<file path="src/sv/bvw_pkg.sv">
`timescale 1ns / 1ps
// ----------------------------------------------------------------------------
// Virtual wall force package
// Shared types, register indexes, microcode program and Q16.16 helpers.
// ----------------------------------------------------------------------------
package bvw_pkg;

    // Width of the exact accumulation and rounding datapath.
    localparam int ACC_W  = 51;
    localparam int STEP_W = 4;
    localparam int ADDR_W = 5;

    // Wall mode codes.
    typedef enum logic [1:0] {
        MODE_OUTSIDE = 2'd0,
        MODE_INSIDE  = 2'd1,
        MODE_BROKEN  = 2'd2
    } mode_t;

    // Configuration register indexes (word address).
    typedef enum logic [2:0] {
        REG_STIFFNESS  = 3'd0,
        REG_DAMP_IN    = 3'd1,
        REG_DAMP_OUT   = 3'd2,
        REG_THICKNESS  = 3'd3,
        REG_DAMP_OFFS  = 3'd4
    } reg_idx_t;

    // Hold conditions of a microcode step.
    typedef enum logic [1:0] {
        WT_NONE,
        WT_IN,
        WT_OUT
    } wait_t;

    // Multiplier operand selection.
    typedef enum logic [3:0] {
        MUL_NONE,
        MUL_NV0,
        MUL_NV1,
        MUL_NV2,
        MUL_SPRING,
        MUL_DAMP,
        MUL_MN0,
        MUL_MN1,
        MUL_MN2
    } mul_sel_t;

    // Accumulator operation.
    typedef enum logic [1:0] {
        ACC_HOLD,
        ACC_CLR,
        ACC_ADD
    } acc_op_t;

    // Register write selection.
    typedef enum logic [2:0] {
        WR_NONE,
        WR_LOAD,
        WR_MODE,
        WR_SPRING_VN,
        WR_DAMP,
        WR_MAG,
        WR_FX,
        WR_FY_OUT
    } wr_sel_t;

    typedef struct packed {
        wait_t    wt;
        mul_sel_t mul;
        acc_op_t  acc;
        wr_sel_t  wr;
        logic     last;
        logic     fz_out;
    } ctrl_t;

    localparam logic [STEP_W-1:0] LAST_STEP = STEP_W'(12);

    // Microcode program: one control word per step.
    function automatic ctrl_t ucode(input logic [STEP_W-1:0] step);
        ctrl_t c;
        c = '{wt: WT_NONE, mul: MUL_NONE, acc: ACC_HOLD, wr: WR_NONE,
              last: 1'b0, fz_out: 1'b0};
        case (step)
            4'd0:
            begin
                c.wt  = WT_IN;
                c.wr  = WR_LOAD;
                c.acc = ACC_CLR;
            end
            4'd1:
            begin
                c.mul = MUL_NV0;
                c.wr  = WR_MODE;
            end
            4'd2:
            begin
                c.mul = MUL_NV1;
                c.acc = ACC_ADD;
            end
            4'd3:
            begin
                c.mul = MUL_NV2;
                c.acc = ACC_ADD;
            end
            4'd4:
            begin
                c.mul = MUL_SPRING;
                c.acc = ACC_ADD;
            end
            4'd5:
            begin
                c.wr = WR_SPRING_VN;
            end
            4'd6:
            begin
                c.mul = MUL_DAMP;
            end
            4'd7:
            begin
                c.wr = WR_DAMP;
            end
            4'd8:
            begin
                c.wr = WR_MAG;
            end
            4'd9:
            begin
                c.mul = MUL_MN0;
            end
            4'd10:
            begin
                c.mul = MUL_MN1;
                c.wr  = WR_FX;
            end
            4'd11:
            begin
                c.mul = MUL_MN2;
                c.wr  = WR_FY_OUT;
            end
            LAST_STEP:
            begin
                c.wt     = WT_OUT;
                c.fz_out = 1'b1;
                c.last   = 1'b1;
            end
            default:
            begin
                c.last = 1'b1;
            end
        endcase
        return c;
    endfunction

    // Round a Q32.32 product to Q16.16, half up (floor of (p + 2^15) / 2^16).
    function automatic logic signed [ACC_W-1:0] round_q(input logic signed [64:0] p);
        logic signed [64:0] t;
        logic signed [64:0] s;
        t = p + 65'sd32768;
        s = t >>> 16;
        return s[ACC_W-1:0];
    endfunction

    // Saturate to 32 bit signed.
    function automatic logic signed [31:0] sat32(input logic signed [ACC_W-1:0] x);
        logic fits;
        fits = (&x[ACC_W-1:31]) | ~(|x[ACC_W-1:31]);
        if (fits)
        begin
            return x[31:0];
        end
        else if (x[ACC_W-1])
        begin
            return 32'sh8000_0000;
        end
        else
        begin
            return 32'sh7FFF_FFFF;
        end
    endfunction

endpackage

</file>
<file path="src/sv/bvw_if.sv">
`timescale 1ns / 1ps
// ----------------------------------------------------------------------------
// Virtual wall channels
// Valid/ready interfaces for haptic samples and force results.
// ----------------------------------------------------------------------------
interface bvw_sample_if;
    logic               valid;
    logic               ready;
    logic signed [31:0] depth;
    logic signed [31:0] normal_x;
    logic signed [31:0] normal_y;
    logic signed [31:0] normal_z;
    logic signed [31:0] vel_x;
    logic signed [31:0] vel_y;
    logic signed [31:0] vel_z;
    logic signed [31:0] force_in_x;
    logic signed [31:0] force_in_y;
    logic signed [31:0] force_in_z;

    modport source (output valid, depth, normal_x, normal_y, normal_z,
                    vel_x, vel_y, vel_z, force_in_x, force_in_y, force_in_z,
                    input ready);
    modport sink (input valid, depth, normal_x, normal_y, normal_z,
                  vel_x, vel_y, vel_z, force_in_x, force_in_y, force_in_z,
                  output ready);
endinterface

interface bvw_result_if;
    logic               valid;
    logic               ready;
    logic signed [31:0] force_out_x;
    logic signed [31:0] force_out_y;
    logic signed [31:0] force_out_z;
    logic [1:0]         mode_now;

    modport source (output valid, force_out_x, force_out_y, force_out_z, mode_now,
                    input ready);
    modport sink (input valid, force_out_x, force_out_y, force_out_z, mode_now,
                  output ready);
endinterface

</file>
<file path="src/sv/breakthrough_virtual_wall_force_top.sv">
`timescale 1ns / 1ps
// ----------------------------------------------------------------------------
// Haptic virtual wall with breakthrough
// Spring-damper force along the wall normal, run by a microcoded sequencer.
// ----------------------------------------------------------------------------
// Usage:
//   sample (sink) takes one haptic sample per request: depth, normal, velocity
//   and the force gathered so far, all signed Q16.16. result (source) returns
//   the force with the wall effect added and the wall mode after the sample.
//   APB reads return the register values. Gains, thickness and damping offset
//   are written there by the user only while the block is idle (not enforced).
// Timing:
//   A sample is accepted at step 0 of a 13-step program. One shared 32x33
//   multiplier computes all eight products, one per step, so the next sample
//   is accepted only after the program has run through its last step.
//   The result sits in an output register, so the next sample is accepted
//   while it waits; if the receiver stalls, the last step holds until the
//   register frees.
// Reset:
//   Configuration registers clear to zero, the wall mode to inside, the step
//   counter to 0 and the result channel goes idle.
// ----------------------------------------------------------------------------
module breakthrough_virtual_wall_force_top (
    input  logic                        clk,
    input  logic                        rst_n,
    bvw_sample_if.sink                  sample,
    bvw_result_if.source                result,
    input  logic                        psel,
    input  logic                        penable,
    input  logic                        pwrite,
    input  logic [bvw_pkg::ADDR_W-1:0]  paddr,
    input  logic [31:0]                 pwdata,
    output logic [31:0]                 prdata,
    output logic                        pready
);
    import bvw_pkg::*;

    // Configuration registers.
    logic [30:0]        stiffness_reg;
    logic [30:0]        damp_in_reg;
    logic [30:0]        damp_out_reg;
    logic [30:0]        thickness_reg;
    logic signed [31:0] damp_offs_reg;

    // Sequencer state.
    logic [STEP_W-1:0]  step_reg;
    logic [STEP_W-1:0]  step_next;
    mode_t              mode_reg;
    mode_t              mode_next;
    logic               out_valid_reg;
    ctrl_t              ctrl;
    logic               hold;
    logic               advance;

    // Datapath registers.
    logic signed [31:0] depth_reg;
    logic signed [31:0] n_reg [3];
    logic signed [31:0] v_reg [3];
    logic signed [31:0] f_reg [3];
    logic signed [64:0] prod_reg;
    logic signed [ACC_W-1:0] acc_reg;
    logic               spring_en_reg;
    logic               damp_en_reg;
    logic signed [31:0] spring_reg;
    logic signed [31:0] vn_reg;
    logic signed [31:0] damp_reg;
    logic signed [31:0] mag_reg;
    logic signed [31:0] fx_reg;
    logic signed [31:0] fy_reg;
    logic signed [31:0] out_x_reg;
    logic signed [31:0] out_y_reg;
    logic signed [31:0] out_z_reg;
    logic [1:0]         out_mode_reg;

    // Combinational datapath values.
    logic signed [31:0]      mul_a;
    logic signed [32:0]      mul_b;
    logic signed [ACC_W-1:0] prod_rnd;
    logic signed [31:0]      prod_sat;
    logic signed [31:0]      force_sum;
    logic signed [ACC_W-1:0] mag_sum;
    logic signed [32:0]      depth33;
    logic signed [32:0]      thick_sum;
    logic signed [32:0]      offs_diff;
    logic                    spring_en_next;
    logic                    damp_en_next;
    logic [1:0]              fsel;
    logic [31:0]             gain;

    // APB port: writes at the access phase, reads are combinational.
    assign pready = 1'b1;

    always_comb
    begin
        case (paddr[4:2])
            REG_STIFFNESS: prdata = {1'b0, stiffness_reg};
            REG_DAMP_IN:   prdata = {1'b0, damp_in_reg};
            REG_DAMP_OUT:  prdata = {1'b0, damp_out_reg};
            REG_THICKNESS: prdata = {1'b0, thickness_reg};
            REG_DAMP_OFFS: prdata = damp_offs_reg;
            default:       prdata = 32'd0;
        endcase
    end

    always_ff @(posedge clk or negedge rst_n)
    begin
        if (!rst_n)
        begin
            stiffness_reg <= '0;
            damp_in_reg   <= '0;
            damp_out_reg  <= '0;
            thickness_reg <= '0;
            damp_offs_reg <= '0;
        end
        else if (psel && penable && pwrite && pready)
        begin
            case (paddr[4:2])
                REG_STIFFNESS: stiffness_reg <= pwdata[30:0];
                REG_DAMP_IN:   damp_in_reg   <= pwdata[30:0];
                REG_DAMP_OUT:  damp_out_reg  <= pwdata[30:0];
                REG_THICKNESS: thickness_reg <= pwdata[30:0];
                REG_DAMP_OFFS: damp_offs_reg <= pwdata;
                default:       ;
            endcase
        end
    end

    // Control word decode and step sequencing.
    assign ctrl    = ucode(step_reg);
    assign hold    = ((ctrl.wt == WT_IN) && !sample.valid) ||
                     ((ctrl.wt == WT_OUT) && out_valid_reg && !result.ready);
    assign advance = !hold;

    assign sample.ready       = (ctrl.wt == WT_IN);
    assign result.valid       = out_valid_reg;
    assign result.force_out_x = out_x_reg;
    assign result.force_out_y = out_y_reg;
    assign result.force_out_z = out_z_reg;
    assign result.mode_now    = out_mode_reg;

    always_comb
    begin
        if (hold)
        begin
            step_next = step_reg;
        end
        else if (ctrl.last)
        begin
            step_next = '0;
        end
        else
        begin
            step_next = step_reg + STEP_W'(1);
        end
    end

    // Wall mode update from the latched depth.
    always_comb
    begin
        depth33        = 33'(depth_reg);
        thick_sum      = depth33 + $signed({2'b00, thickness_reg});
        offs_diff      = depth33 - 33'(damp_offs_reg);
        mode_next      = mode_reg;
        spring_en_next = 1'b0;
        if (mode_next == MODE_OUTSIDE && depth_reg < 0)
        begin
            mode_next = MODE_INSIDE;
        end
        if (mode_next == MODE_INSIDE)
        begin
            if (thick_sum[32])
            begin
                mode_next = MODE_BROKEN;
            end
            else if (depth_reg > 0)
            begin
                mode_next = MODE_OUTSIDE;
            end
            else
            begin
                spring_en_next = 1'b1;
            end
        end
        if (mode_next == MODE_BROKEN && depth_reg > 0)
        begin
            mode_next = MODE_OUTSIDE;
        end
        damp_en_next = offs_diff[32] && (mode_next != MODE_BROKEN);
    end

    // Damping gain follows the sign of the normal velocity; zero when damping is off.
    always_comb
    begin
        if (!damp_en_reg)
        begin
            gain = 32'd0;
        end
        else if (vn_reg < 0)
        begin
            gain = {1'b0, damp_in_reg};
        end
        else if (vn_reg > 0)
        begin
            gain = {1'b0, damp_out_reg};
        end
        else
        begin
            gain = 32'd0;
        end
    end

    // Multiplier operand selection.
    always_comb
    begin
        case (ctrl.mul)
            MUL_NV0:
            begin
                mul_a = n_reg[0];
                mul_b = 33'(v_reg[0]);
            end
            MUL_NV1:
            begin
                mul_a = n_reg[1];
                mul_b = 33'(v_reg[1]);
            end
            MUL_NV2:
            begin
                mul_a = n_reg[2];
                mul_b = 33'(v_reg[2]);
            end
            MUL_SPRING:
            begin
                mul_a = spring_en_reg ? $signed({1'b0, stiffness_reg}) : 32'sd0;
                mul_b = -33'(depth_reg);
            end
            MUL_DAMP:
            begin
                mul_a = $signed(gain);
                mul_b = -33'(vn_reg);
            end
            MUL_MN0:
            begin
                mul_a = mag_reg;
                mul_b = 33'(n_reg[0]);
            end
            MUL_MN1:
            begin
                mul_a = mag_reg;
                mul_b = 33'(n_reg[1]);
            end
            MUL_MN2:
            begin
                mul_a = mag_reg;
                mul_b = 33'(n_reg[2]);
            end
            default:
            begin
                mul_a = 32'sd0;
                mul_b = 33'sd0;
            end
        endcase
    end

    // Rounding of the product register and per-axis force sum.
    always_comb
    begin
        prod_rnd = round_q(prod_reg);
        prod_sat = sat32(prod_rnd);
        mag_sum  = ACC_W'(spring_reg) + ACC_W'(damp_reg);
        case (step_reg)
            4'd10:   fsel = 2'd0;
            4'd11:   fsel = 2'd1;
            default: fsel = 2'd2;
        endcase
        force_sum = sat32(ACC_W'(f_reg[fsel]) + prod_rnd);
    end

    // Control state.
    always_ff @(posedge clk or negedge rst_n)
    begin
        if (!rst_n)
        begin
            step_reg      <= '0;
            mode_reg      <= MODE_INSIDE;
            out_valid_reg <= 1'b0;
        end
        else
        begin
            step_reg <= step_next;
            if (advance && ctrl.wr == WR_MODE)
            begin
                mode_reg <= mode_next;
            end
            if (advance && ctrl.fz_out)
            begin
                out_valid_reg <= 1'b1;
            end
            else if (result.ready)
            begin
                out_valid_reg <= 1'b0;
            end
        end
    end

    // Datapath registers.
    always_ff @(posedge clk)
    begin
        if (advance)
        begin
            if (ctrl.mul != MUL_NONE)
            begin
                prod_reg <= mul_a * mul_b;
            end
            case (ctrl.acc)
                ACC_CLR: acc_reg <= '0;
                ACC_ADD: acc_reg <= acc_reg + prod_rnd;
                default: ;
            endcase
            case (ctrl.wr)
                WR_LOAD:
                begin
                    depth_reg <= sample.depth;
                    n_reg[0]  <= sample.normal_x;
                    n_reg[1]  <= sample.normal_y;
                    n_reg[2]  <= sample.normal_z;
                    v_reg[0]  <= sample.vel_x;
                    v_reg[1]  <= sample.vel_y;
                    v_reg[2]  <= sample.vel_z;
                    f_reg[0]  <= sample.force_in_x;
                    f_reg[1]  <= sample.force_in_y;
                    f_reg[2]  <= sample.force_in_z;
                end
                WR_MODE:
                begin
                    spring_en_reg <= spring_en_next;
                    damp_en_reg   <= damp_en_next;
                end
                WR_SPRING_VN:
                begin
                    spring_reg <= prod_sat;
                    vn_reg     <= sat32(acc_reg);
                end
                WR_DAMP:
                begin
                    damp_reg <= prod_sat;
                end
                WR_MAG:
                begin
                    mag_reg <= sat32(mag_sum);
                end
                WR_FX:
                begin
                    fx_reg <= force_sum;
                end
                WR_FY_OUT:
                begin
                    fy_reg <= force_sum;
                end
                default: ;
            endcase
            if (ctrl.fz_out)
            begin
                out_x_reg    <= fx_reg;
                out_y_reg    <= fy_reg;
                out_z_reg    <= force_sum;
                out_mode_reg <= mode_reg;
            end
        end
    end

endmodule

</file>
<file path="src/flat_wrapper.sv">
// flat-port wrapper written by rule: the top's interface ports become plain ports
module breakthrough_virtual_wall_force_top_flat import bvw_pkg::*;
  (clk, rst_n, psel, penable, pwrite, paddr, pwdata, prdata, pready, sample_valid, sample_depth, sample_normal_x, sample_normal_y, sample_normal_z, sample_vel_x, sample_vel_y, sample_vel_z, sample_force_in_x, sample_force_in_y, sample_force_in_z, sample_ready, result_valid, result_force_out_x, result_force_out_y, result_force_out_z, result_mode_now, result_ready);
  bvw_sample_if sample_i ();
  bvw_result_if result_i ();
  input  logic clk;
  input  logic rst_n;
  input  logic psel;
  input  logic penable;
  input  logic pwrite;
  input  logic [bvw_pkg::ADDR_W-1:0] paddr;
  input  logic [31:0] pwdata;
  output logic [31:0] prdata;
  output logic pready;
  input wire logic [$bits(sample_i.valid)-1:0] sample_valid;
  input wire logic [$bits(sample_i.depth)-1:0] sample_depth;
  input wire logic [$bits(sample_i.normal_x)-1:0] sample_normal_x;
  input wire logic [$bits(sample_i.normal_y)-1:0] sample_normal_y;
  input wire logic [$bits(sample_i.normal_z)-1:0] sample_normal_z;
  input wire logic [$bits(sample_i.vel_x)-1:0] sample_vel_x;
  input wire logic [$bits(sample_i.vel_y)-1:0] sample_vel_y;
  input wire logic [$bits(sample_i.vel_z)-1:0] sample_vel_z;
  input wire logic [$bits(sample_i.force_in_x)-1:0] sample_force_in_x;
  input wire logic [$bits(sample_i.force_in_y)-1:0] sample_force_in_y;
  input wire logic [$bits(sample_i.force_in_z)-1:0] sample_force_in_z;
  output wire logic [$bits(sample_i.ready)-1:0] sample_ready;
  output wire logic [$bits(result_i.valid)-1:0] result_valid;
  output wire logic [$bits(result_i.force_out_x)-1:0] result_force_out_x;
  output wire logic [$bits(result_i.force_out_y)-1:0] result_force_out_y;
  output wire logic [$bits(result_i.force_out_z)-1:0] result_force_out_z;
  output wire logic [$bits(result_i.mode_now)-1:0] result_mode_now;
  input wire logic [$bits(result_i.ready)-1:0] result_ready;
  assign sample_i.valid = sample_valid;
  assign sample_i.depth = sample_depth;
  assign sample_i.normal_x = sample_normal_x;
  assign sample_i.normal_y = sample_normal_y;
  assign sample_i.normal_z = sample_normal_z;
  assign sample_i.vel_x = sample_vel_x;
  assign sample_i.vel_y = sample_vel_y;
  assign sample_i.vel_z = sample_vel_z;
  assign sample_i.force_in_x = sample_force_in_x;
  assign sample_i.force_in_y = sample_force_in_y;
  assign sample_i.force_in_z = sample_force_in_z;
  assign sample_ready = sample_i.ready;
  assign result_valid = result_i.valid;
  assign result_force_out_x = result_i.force_out_x;
  assign result_force_out_y = result_i.force_out_y;
  assign result_force_out_z = result_i.force_out_z;
  assign result_mode_now = result_i.mode_now;
  assign result_i.ready = result_ready;
  breakthrough_virtual_wall_force_top u_core (.clk(clk), .rst_n(rst_n), .sample(sample_i), .result(result_i), .psel(psel), .penable(penable), .pwrite(pwrite), .paddr(paddr), .pwdata(pwdata), .prdata(prdata), .pready(pready));
endmodule
</file>
<file path="config.mk">
export PLATFORM = sky130hd
export DESIGN_NAME = breakthrough_virtual_wall_force_top_flat
export DESIGN_NICKNAME = d
export VERILOG_FILES = /design/src/sv/bvw_pkg.sv /design/src/sv/bvw_if.sv /design/src/sv/breakthrough_virtual_wall_force_top.sv /design/src/flat_wrapper.sv
export SDC_FILE = /design/constraint.sdc
export NUM_CORES = 2
export LEC_CHECK = 0
export BUFFER_PORTS_ARGS = -buffer_cell sky130_fd_sc_hd__buf_2
export CAP_MARGIN = 10
export CORE_MARGIN = 4
export CORE_UTILIZATION = 63
export CTS_CLUSTER_SIZE = 14
export DETAILED_ROUTE_END_ITERATION = 8
export PLACE_DENSITY = 0.82
export SETUP_SLACK_MARGIN = 0.15
export SLEW_MARGIN = 20
export SYNTH_ARGS = -nofsm -noshare
export SYNTH_HDL_FRONTEND = slang
export SYNTH_SLANG_ARGS = --single-unit
export TNS_END_PERCENT = 30
</file>
<file path="constraint.sdc">
create_clock -name clk -period 13.44 [get_ports clk]
set_input_delay 0.672 -clock clk [delete_from_list [all_inputs] [get_ports clk]]
set_output_delay 0.672 -clock clk [all_outputs]
set_load 0.01 [all_outputs]
</file>
==> results.md <==
* Critical path's most frequent cell: fa_1
* # IOs at about 500
* CP Capture Type: flop
* Ys async rst share at around a fifth
* Initial core utilization at 63.4%
* Final Hold Viols at 0
* Multi-input gate area at approximately 50,000 µm²
* Post-CTS setup buffers at 0
* Slew @ Worst Pin at ~1.3 ns
* Top FF cell, synth: edfxtp_1
* Final setup viols at 0
* WP buf/inv at 4
* Die W at roughly 370 µm
* Hold Crit Class: in -> async
* Pin count of the biggest net entering global routing at 87
* Crit. Startpoint: u_core.vn_reg[14]$_DFFE_PP_
* ANT nets after route at 0
* FF+latch area at around 25,000 µm²
* Die area at 134,000 µm²
* Nets at 9,959
* Via Count at ~63,000
* Setup_tns at 0 ns
* Syn avg cell area at about 10 µm²
* Remaining DRCs at 0
* Hold buffers post-CTS at 0
* RePlAce Congestion at just over 1
* CP startpoint kind: flop
* Pre-antenna DRT Iters at 8
* Max-Cap Viols at 0
* FF-to-FF Start: u_core.vn_reg[14]$_DFFE_PP_
* Net count after synthesis at ~9,600
* Peak Freq at between 70 and 80 MHz
* Req. time, crit path at 13.87 ns
* # port buffers at 493
* Worst-path clk slew at roughly 0.070 ns
* Initial antenna violation count at 27
* Leading cell type in the layout, fill and taps excluded: inv_1
* Vias in the first global route at roughly 65,000
* Synthesized instance count at around 7,700
* Core area at 128,000 µm²
* Number of synthesized flops with an enable pin at roughly 710
* Mapped Area at between 80,000 and 90,000 µm²
* Number of library cell types mapped by synthesis at roughly 100
* Filler Cell Count at a little over 9,000
* Via/cell ratio at between 6 and 7
* Crit-path slowest cell: fa_1
* Slew HR at approximately 16%
* Total number of yosys warnings at 0
* Later-pin clock latency in the skew report at between 0.7 and 0.8 ns
* Area after DPL at 85,900 µm²
* Run status: finished clean
* GRT overflow at 0
* Clock Root Buffer: clkbuf_16
* Tmin final at ~13 ns
* Dominant cell type by area after synthesis: fa_1
* Synth top area share at ~28%
* Final wirelength at 261,000 µm
* Worst-path maximum fanout at 29
* Area Overhead vs Synth at 9.73%
* Top post-synthesis cells by area: fa_1, edfxtp_1, ha_1
* Final Core Density at between 60% and 70%
* CTS sink cnt at a little under 900
* Yosys reg bits at ~900
* WL/cell at roughly 27 µm
* Period utilization at 97.7%
* Worst clock skew at approximately 0.053 ns
* CTS H-tree depth at 3
* DRT iter0 DRCs at approximately 7,500
* CP peak stage delay at ~0.66 ns
* Finished Cell Area at about 90,000 µm²
* CTS tree: yes
* # rows at approximately 130
* Final slew viol count at 0
* Seq/Total Area, Yosys at a little under a third
* Share of cells above drive strength 1 at about an eighth
* RSZ-0062 raised after global routing: false
* Vert. Die Dim at 366 µm
* CP Class: reg -> reg
* Clock Path Buffers at 3
* Top delay family on crit path: adder cells
* Critical Path AT at about 14 ns
* Most frequent cells in the layout: inv_1, fa_1, nand2_1
* Overall Global Routing Usage at about two fifths
* First-pass GRT wire length at a little under 400,000 µm
* TritonCTS Buffers at 84
* Placed wire-length estimate at 203,000 µm
-- worst paths after layout --
path                                                           endpoint  slack (ns)  cells after the start
worst max-delay path                      u_core.prod_reg[60]$_DFFE_PP_        0.31                     35
worst min-delay path                 u_core.damp_in_reg[11]$_DFFE_PN0P_       0.002                      1
worst max register to register            u_core.prod_reg[60]$_DFFE_PP_        0.31                     35
worst min register to register  u_core.result.force_out_y[27]$_DFFE_PP_        0.39                      0
max in group asynchronous          u_core.damp_offs_reg[27]$_DFFE_PN0P_       12.13                      2
min in group clk                           u_core.f_reg[2][5]$_DFFE_PP_        0.11                      1
-- layout make-up --
class	instances	area share (%)
sequential	876	28.7
clock inverter	35	0.605
clock buffer	112	2.52
timing repair buffer	670	4.35
antenna	26	0.0733
tap	1662	2.34
inverter	1186	5.02
multi-input combinational	5278	56.4
-- logic make-up after synthesis --
family | share of synthesized area [%]
multiplexers | 3.31
AND/OR/NAND/NOR | 11.4
AO/OA/AOI/OAI | 9.81
other | 0.00464
flip-flops | 31.5
XOR/XNOR | 3.02
adder cells (fa/ha/maj) | 33.7
buffers and inverters | 7.26
-- worst reg2reg max path, delay by kind of cell, from the launching register on --
family	cells	cell delay [ns]
flip-flops	1	0.45
buffers and inverters	4	1.12
AO/OA/AOI/OAI	11	3.16
adder cells (fa/ha/maj)	10	5.05
AND/OR/NAND/NOR	10	3.06
-- repair_timing --
item                                   CTS  global route
endpoints found under the hold margin    0             0
setup endpoints to repair                0             3
resized for setup                        0             1
-- cell usage after synthesis, drive strengths merged, types with 9 or more instances --
cell,instances
nand3,91
or3,24
nor2,735
o21a,23
a2111oi,14
buf,61
xor2,109
a31oi,21
a221o,74
a211oi,21
nor4,35
dfrtp,162
o21bai,37
mux2,155
a21oi,276
o211ai,25
o21ai,250
a22oi,98
maj3,10
a211o,9
mux2i,91
inv,1184
clkbuf,306
and2,34
nor3,77
and4,13
edfxtp,713
ha,385
o31ai,13
nor2b,40
a221oi,39
nand2b,59
nand4,69
and3,66
nor3b,13
fa,1114
xnor2,170
a21o,146
or2,21
nand2,775
o221ai,35
-- layer usage --
metal / up-vias / track usage (%) / part of all wire [%]
li1: 26314 / - / -
met1: 31074 / 49.6 / 35
met2: 4362 / 59.0 / 44
met3: 978 / 14.3 / 14
met4: 14 / 20.2 / 6.7
met5: - / 0 / 0.041
-- per-stage QoR --
step | worst slack, ns | hold WS (ns) | std cells
global route | 0.165 | 0.0346 | 9834
global placement | 1.05 | 0.402 | 9669
finish | 0.306 | 0.00163 | 9845
floorplan | 2.31 | 0.376 | 7707
detailed placement | 0.832 | 0.405 | 9669
CTS | 0.774 | 0.00549 | 9816
Power is left out: the tool's default activity adds up to more than one toggle a clock period on the data nets, which glitch-free logic cannot reach.
